$ cat config.mk
export PLATFORM = sky130hd
export DESIGN_NAME = gdfw_ctrl
export DESIGN_NICKNAME = d
export VERILOG_FILES = /design/src/hw/rtl/gdfw_pkg.sv /design/src/hw/rtl/gdfw_ctrl.sv
export SDC_FILE = /design/constraint.sdc
export NUM_CORES = 1
export LEC_CHECK = 0
export BUFFER_PORTS_ARGS = -buffer_cell sky130_fd_sc_hd__buf_2
export CORE_UTILIZATION = 48
export DETAILED_ROUTE_END_ITERATION = 7
export PLACE_DENSITY = 0.82
export SLEW_MARGIN = 10
export SYNTH_ARGS = -nofsm -noshare
export SYNTH_HDL_FRONTEND = slang
export SYNTH_SLANG_ARGS = --single-unit
export TNS_END_PERCENT = 5
$ cat constraint.sdc
create_clock -name aclk -period 3.6 [get_ports aclk]
set_clock_uncertainty 0.15 [all_clocks]
set_input_delay 0.18 -clock aclk [delete_from_list [all_inputs] [get_ports aclk]]
set_output_delay 0.18 -clock aclk [all_outputs]
set_load 0.02 [all_outputs]
$ cat src/hw/rtl/gdfw_pkg.sv
`default_nettype none
// ----------------------------------------------------------------------------
// gdfw_pkg
// Shared types and codes of the depth-first graph walker: command and
// result codes, controller states and the control/status bundles that run
// between the controller and the datapath.
// ----------------------------------------------------------------------------
package gdfw_pkg;

    localparam int VERTICES_DEF   = 64;
    localparam int EDGE_SLOTS_DEF = 512;
    localparam int VERTEX_W       = 6;
    localparam int CMD_W          = 2;
    localparam int KIND_W         = 2;

    localparam logic [CMD_W-1:0] CMD_ADD   = 2'd0;
    localparam logic [CMD_W-1:0] CMD_WALK  = 2'd1;
    localparam logic [CMD_W-1:0] CMD_CLEAR = 2'd2;

    localparam logic [KIND_W-1:0] KIND_VISIT   = 2'd0;
    localparam logic [KIND_W-1:0] KIND_ADDED   = 2'd1;
    localparam logic [KIND_W-1:0] KIND_FULL    = 2'd2;
    localparam logic [KIND_W-1:0] KIND_CLEARED = 2'd3;

    typedef enum logic [3:0] {
        ST_IDLE,
        ST_DECODE,
        ST_ADD_RD_A,
        ST_ADD_WR_A,
        ST_ADD_RD_B,
        ST_ADD_WR_B,
        ST_EMIT,
        ST_W_START,
        ST_W_HEAD,
        ST_W_STEP,
        ST_W_SLOT,
        ST_W_PUSH,
        ST_W_POP,
        ST_W_DONE
    } state_t;

    // Commands from the controller to the datapath.
    typedef struct packed {
        logic              load_in;     // latch the accepted request
        logic              rd_head_a;   // read list head of endpoint a
        logic              rd_head_b;   // read list head of endpoint b
        logic              link_a;      // link b into the list of a
        logic              link_b;      // link a into the list of b
        logic              clear;       // empty lists, free slots, clear marks
        logic              w_start;     // mark start vertex, read its head
        logic              w_head;      // open the bottom stack frame
        logic              rd_slot;     // read the slot under the top cursor
        logic              slot_skip;   // neighbor already marked: advance cursor
        logic              w_visit;     // mark neighbor, save frame, read its head
        logic              w_push;      // open a new top frame
        logic              rd_stack;    // read the frame below the top
        logic              w_pop;       // drop the top frame
        logic              out_load;    // load the result register
        logic [KIND_W-1:0] out_kind;
        logic              out_last;
        logic              out_pending; // result carries the pending vertex
    } ctl_t;

    // Status from the datapath to the controller.
    typedef struct packed {
        logic [CMD_W-1:0] cmd;
        logic             a_ok;       // vertex_a is a vertex of the graph
        logic             b_ok;       // vertex_b is a vertex of the graph
        logic             full;       // fewer than two free slots
        logic             top_nil;    // top frame has no entries left
        logic             depth_one;  // only the bottom frame is open
        logic             w_seen;     // neighbor just read is already marked
        logic             out_free;   // result register can take a new result
    } sts_t;

endpackage
`default_nettype wire

$ cat src/hw/rtl/gdfw_ctrl.sv
`default_nettype none
// ----------------------------------------------------------------------------
// gdfw_ctrl
// Sequencer of the walker: decodes each request and steps the datapath
// through edge insertion, clear, or the stack-driven depth-first walk.
// ----------------------------------------------------------------------------
module gdfw_ctrl (
    input  wire logic          aclk,
    input  wire logic          aresetn,
    input  wire logic          s_tvalid,
    output logic               s_tready,
    input  wire gdfw_pkg::sts_t sts,
    output gdfw_pkg::ctl_t     ctl
);

    gdfw_pkg::state_t                     state_reg, state_next;
    logic [gdfw_pkg::KIND_W-1:0]          emit_kind_reg, emit_kind_next;

    always_ff @(posedge aclk) begin
        if (!aresetn) begin
            state_reg     <= gdfw_pkg::ST_IDLE;
            emit_kind_reg <= gdfw_pkg::KIND_VISIT;
        end else begin
            state_reg     <= state_next;
            emit_kind_reg <= emit_kind_next;
        end
    end

    always_comb begin
        state_next     = state_reg;
        emit_kind_next = emit_kind_reg;
        ctl            = '0;
        s_tready       = 1'b0;
        unique case (state_reg)
            gdfw_pkg::ST_IDLE: begin
                s_tready = 1'b1;
                if (s_tvalid) begin
                    ctl.load_in = 1'b1;
                    state_next  = gdfw_pkg::ST_DECODE;
                end
            end
            gdfw_pkg::ST_DECODE: begin
                unique case (sts.cmd)
                    gdfw_pkg::CMD_ADD: begin
                        if (!sts.a_ok || !sts.b_ok || sts.full) begin
                            emit_kind_next = gdfw_pkg::KIND_FULL;
                            state_next     = gdfw_pkg::ST_EMIT;
                        end else begin
                            state_next = gdfw_pkg::ST_ADD_RD_A;
                        end
                    end
                    gdfw_pkg::CMD_WALK: begin
                        state_next = sts.a_ok ? gdfw_pkg::ST_W_START : gdfw_pkg::ST_IDLE;
                    end
                    gdfw_pkg::CMD_CLEAR: begin
                        ctl.clear      = 1'b1;
                        emit_kind_next = gdfw_pkg::KIND_CLEARED;
                        state_next     = gdfw_pkg::ST_EMIT;
                    end
                    default: begin
                        state_next = gdfw_pkg::ST_IDLE;
                    end
                endcase
            end
            gdfw_pkg::ST_ADD_RD_A: begin
                ctl.rd_head_a = 1'b1;
                state_next    = gdfw_pkg::ST_ADD_WR_A;
            end
            gdfw_pkg::ST_ADD_WR_A: begin
                ctl.link_a = 1'b1;
                state_next = gdfw_pkg::ST_ADD_RD_B;
            end
            gdfw_pkg::ST_ADD_RD_B: begin
                // Read after the first link so that a self loop sees it.
                ctl.rd_head_b = 1'b1;
                state_next    = gdfw_pkg::ST_ADD_WR_B;
            end
            gdfw_pkg::ST_ADD_WR_B: begin
                ctl.link_b     = 1'b1;
                emit_kind_next = gdfw_pkg::KIND_ADDED;
                state_next     = gdfw_pkg::ST_EMIT;
            end
            gdfw_pkg::ST_EMIT: begin
                if (sts.out_free) begin
                    ctl.out_load = 1'b1;
                    ctl.out_kind = emit_kind_reg;
                    ctl.out_last = 1'b1;
                    state_next   = gdfw_pkg::ST_IDLE;
                end
            end
            gdfw_pkg::ST_W_START: begin
                ctl.w_start = 1'b1;
                state_next  = gdfw_pkg::ST_W_HEAD;
            end
            gdfw_pkg::ST_W_HEAD: begin
                ctl.w_head = 1'b1;
                state_next = gdfw_pkg::ST_W_STEP;
            end
            gdfw_pkg::ST_W_STEP: begin
                if (!sts.top_nil) begin
                    ctl.rd_slot = 1'b1;
                    state_next  = gdfw_pkg::ST_W_SLOT;
                end else if (sts.depth_one) begin
                    state_next = gdfw_pkg::ST_W_DONE;
                end else begin
                    ctl.rd_stack = 1'b1;
                    state_next   = gdfw_pkg::ST_W_POP;
                end
            end
            gdfw_pkg::ST_W_SLOT: begin
                if (sts.w_seen) begin
                    ctl.slot_skip = 1'b1;
                    state_next    = gdfw_pkg::ST_W_STEP;
                end else if (sts.out_free) begin
                    // The previously reached vertex is known not to be the
                    // last one, so it goes out now.
                    ctl.w_visit     = 1'b1;
                    ctl.out_load    = 1'b1;
                    ctl.out_kind    = gdfw_pkg::KIND_VISIT;
                    ctl.out_pending = 1'b1;
                    state_next      = gdfw_pkg::ST_W_PUSH;
                end
            end
            gdfw_pkg::ST_W_PUSH: begin
                ctl.w_push = 1'b1;
                state_next = gdfw_pkg::ST_W_STEP;
            end
            gdfw_pkg::ST_W_POP: begin
                ctl.w_pop  = 1'b1;
                state_next = gdfw_pkg::ST_W_STEP;
            end
            gdfw_pkg::ST_W_DONE: begin
                if (sts.out_free) begin
                    ctl.out_load    = 1'b1;
                    ctl.out_kind    = gdfw_pkg::KIND_VISIT;
                    ctl.out_pending = 1'b1;
                    ctl.out_last    = 1'b1;
                    state_next      = gdfw_pkg::ST_IDLE;
                end
            end
            default: begin
                state_next = gdfw_pkg::ST_IDLE;
            end
        endcase
    end

endmodule
`default_nettype wire

==> impl_metrics.csv <==
group,metric,value,unit
status,status,"complete, no violations",
worst_setup_path,end_kind,"primary output",
logic_synthesis,mappedNetlistArea,673,µm²
finish,largest_register_ffs,4,
hold_path,min-delay-start,"aresetn",
hold_path,holdPathEnd,"state_reg[2]",
cts,htreeDepth,1,
route,ant_nets,0,
power,p_switching,0.106,mW
floorplan,chipHeight,39.5,µm
logic_synthesis,synth_ff_type,"dfxtp_1",
power,power_frac_clock,23.8,%
cts,post-cts-setup-buffer-count,0,
cts,clk_latency,0.24,ns
cts,cts.sinks,6,
finish,layout_commonest_cell,"buf_2",
worst_setup_path,cp.arrival,1.72,ns
finish,utilization,62.8,%
timing,rsz0062_at_grt,"no",
logic_synthesis,synth_fp_nets,106,
worst_setup_path,startpoint_type,"register",
global_route,grt_pass1_vias,623,
route,routed_wl,1.72,mm
job,max_cap_viol_count,0,
cts,cts_root_buffer,"clkbuf_4",
route,drc_errors,0,
timing,finalMaxSlewViolations,0,
cts,postCtsHoldBufs,0,
logic_synthesis,syn_inst,94,
logic_synthesis,synth_cell_types,38,
route,drtPass1Iterations,4,
route,vias,789,
timing,fin_crit_sh,57.0,%
floorplan,fp.coreArea,1300,µm²
cts,cts_resized,0,
hold_path,min_path_type,"primary input to register",
worst_setup_path,r2r_cells,4,
timing,hold_viol,0,
floorplan,start_util,51.7,%
finish,area_growth,21.4,%
global_route,antenna_found_initial,0,
hold_path,worstHoldPathCells,2,
timing,tightest_slew,0.506,ns
power,seqPwrFrac,36.0,%
logic_synthesis,synth-edff-count,0,
logic_synthesis,ys_warn_count,0,
worst_setup_path,path_class,"register to primary output",
power,peakVddDrop,0.245,mV
placement,gp_congestion,0.907,
worst_setup_path,rrSetupSlack,1.72,ns
logic_synthesis,yosysSeqAreaShare,17.8,%
global_route,track_usage,24.9,%
power,internal-power,0.156,mW
cts,cts_tree,"done",
floorplan,design.die.area,1560,µm²
logic_synthesis,avgSynthCellArea,7.16,µm²
finish,layout_common_cells,"31 x buf_2, 13 x nor2_1, 8 x inv_1",
global_route,grt_overflow,0,
cts,clockBufferDepth,2,
power,p_comb_share,40.2,%
cts,cts_buffers,3,
route,via_per_inst,5.80,
floorplan,io_pins,32,
global_route,grt_pass1_wl,2.61,mm
power,p_sw_share,40.5,%
worst_setup_path,r2r_end,"state_reg[1]",
logic_synthesis,ys_ff_latch,6,
timing,relSlewSlack,66.2,%
timing,setup_viol,0,
cts,clk_pin_slew,0.04,ns
finish,n_antenna_cell,0,
floorplan,fp.dieW,39.5,µm
worst_setup_path,crit_start,"state_reg[3]",
power,power.density,321,nW/µm²
worst_setup_path,path_max_fanout,11,
route,wl_per_cell,12.6,µm
worst_setup_path,r2r-start,"state_reg[2]",
timing,period_minus_slack,2.05,ns
placement,io_buffers,31,
floorplan,rows,13,
finish,drive_gt1_share,33.9,%
timing,tns,0,ns
placement,dp_hpwl,1.37,mm
logic_synthesis,ys_async_sr_fraction,0,%
global_route,grt_max_degree,17,
finish,fin_nets,135,
timing,fmax,488,MHz
finish,fillers,136,
route,drt_iter0_markers,18,
worst_setup_path,required,3.27,ns
power,p_leak,0.436,nW
## critical path: stages, from the launching register on
cell,delay (ns)
dfxtp_1,0.52
nand2b_2,0.27
o22ai_1,0.10
and3_1,0.22
or2_1,0.21
buf_2,0.15
## power groups by stage
stage / clock network, mW / logic (mW) / registers, mW
floorplan: 0 / 0.0955 / 0.0816
CTS: 0.0638 / 0.105 / 0.0936
global route: 0.0698 / 0.115 / 0.0965
global placement: 0 / 0.102 / 0.0935
detailed placement: 0 / 0.105 / 0.0949
finish: 0.0624 / 0.105 / 0.0943
## cell usage after synthesis, types with 2 or more instances
| master | number | area, µm² |
|---|---|---|
| nor3_1 | 4 | 20.0 |
| o22ai_1 | 2 | 12.5 |
| buf_4 | 2 | 15.0 |
| and2_1 | 2 | 12.5 |
| dfxtp_1 | 6 | 120 |
| nand2b_1 | 2 | 12.5 |
| inv_1 | 8 | 30.0 |
| and3_1 | 4 | 25.0 |
| buf_6 | 2 | 22.5 |
| a21oi_1 | 6 | 30.0 |
| nor2b_1 | 2 | 12.5 |
| nor2_1 | 13 | 48.8 |
| or2_1 | 4 | 25.0 |
| o31a_1 | 2 | 17.5 |
| a32o_1 | 2 | 20.0 |
| nor3_2 | 2 | 20.0 |
| nand2_1 | 6 | 22.5 |
| o21ai_0 | 3 | 15.0 |
| buf_2 | 3 | 15.0 |
## stage by stage
| step | cell area, µm² | cells | power (mW) | hold WS [ns] | setup WS, ns |
|---|---|---|---|---|---|
| final | 817 | 136 | 0.262 | 0.0790 | 1.55 |
| after global routing | 817 | 136 | 0.282 | 0.0804 | 1.42 |
| after CTS | 817 | 136 | 0.262 | 0.0761 | 1.55 |
| after detailed placement | 795 | 133 | 0.199 | 0.325 | 1.75 |
| after global placement | 795 | 133 | 0.196 | 0.324 | 1.81 |
| after floorplan | 673 | 94 | 0.177 | 0.158 | 1.89 |
## worst max path at each step
| stage | end | slack (ns) |
|---|---|---|
| finish | ctl[4] | 1.55 |
| global route | ctl[4] | 1.42 |
| detailed placement | state_reg[0] | 1.75 |
| global placement | state_reg[0] | 1.81 |
| floorplan | ctl[4] | 1.89 |
| CTS | ctl[4] | 1.55 |
## kinds of logic (layout without fill, tap and decap cells)
logic type / count (synthesis) / in the layout / share of synthesized area [%]
compound gates: 24 / 24 / 28.4
buf+inv: 15 / 42 / 12.3
flops: 6 / 6 / 17.8
mux: 1 / 1 / 1.49
simple gates: 48 / 48 / 40.0
## per-layer routing
layer  share of wire (%)  vias up  global-route usage [%]
met3                 6.8        3                    4.55
li1                    -      396                       -
met5                   0        -                       0
met2                  47       40                    40.2
met4                 1.0        0                    8.62
met1                  45      350                    32.6
## layout make-up
class | instances | area (µm²) | share of cell area [%]
multi-input cells | 73 | 470 | 57.6
repair buffers | 31 | 155 | 19.0
flip-flops and latches | 6 | 120 | 14.7
inverters | 8 | 30.0 | 3.68
clock buffers | 3 | 22.5 | 2.76
well taps | 15 | 18.8 | 2.30
Note: power is estimated with default switching activity, not from simulation.
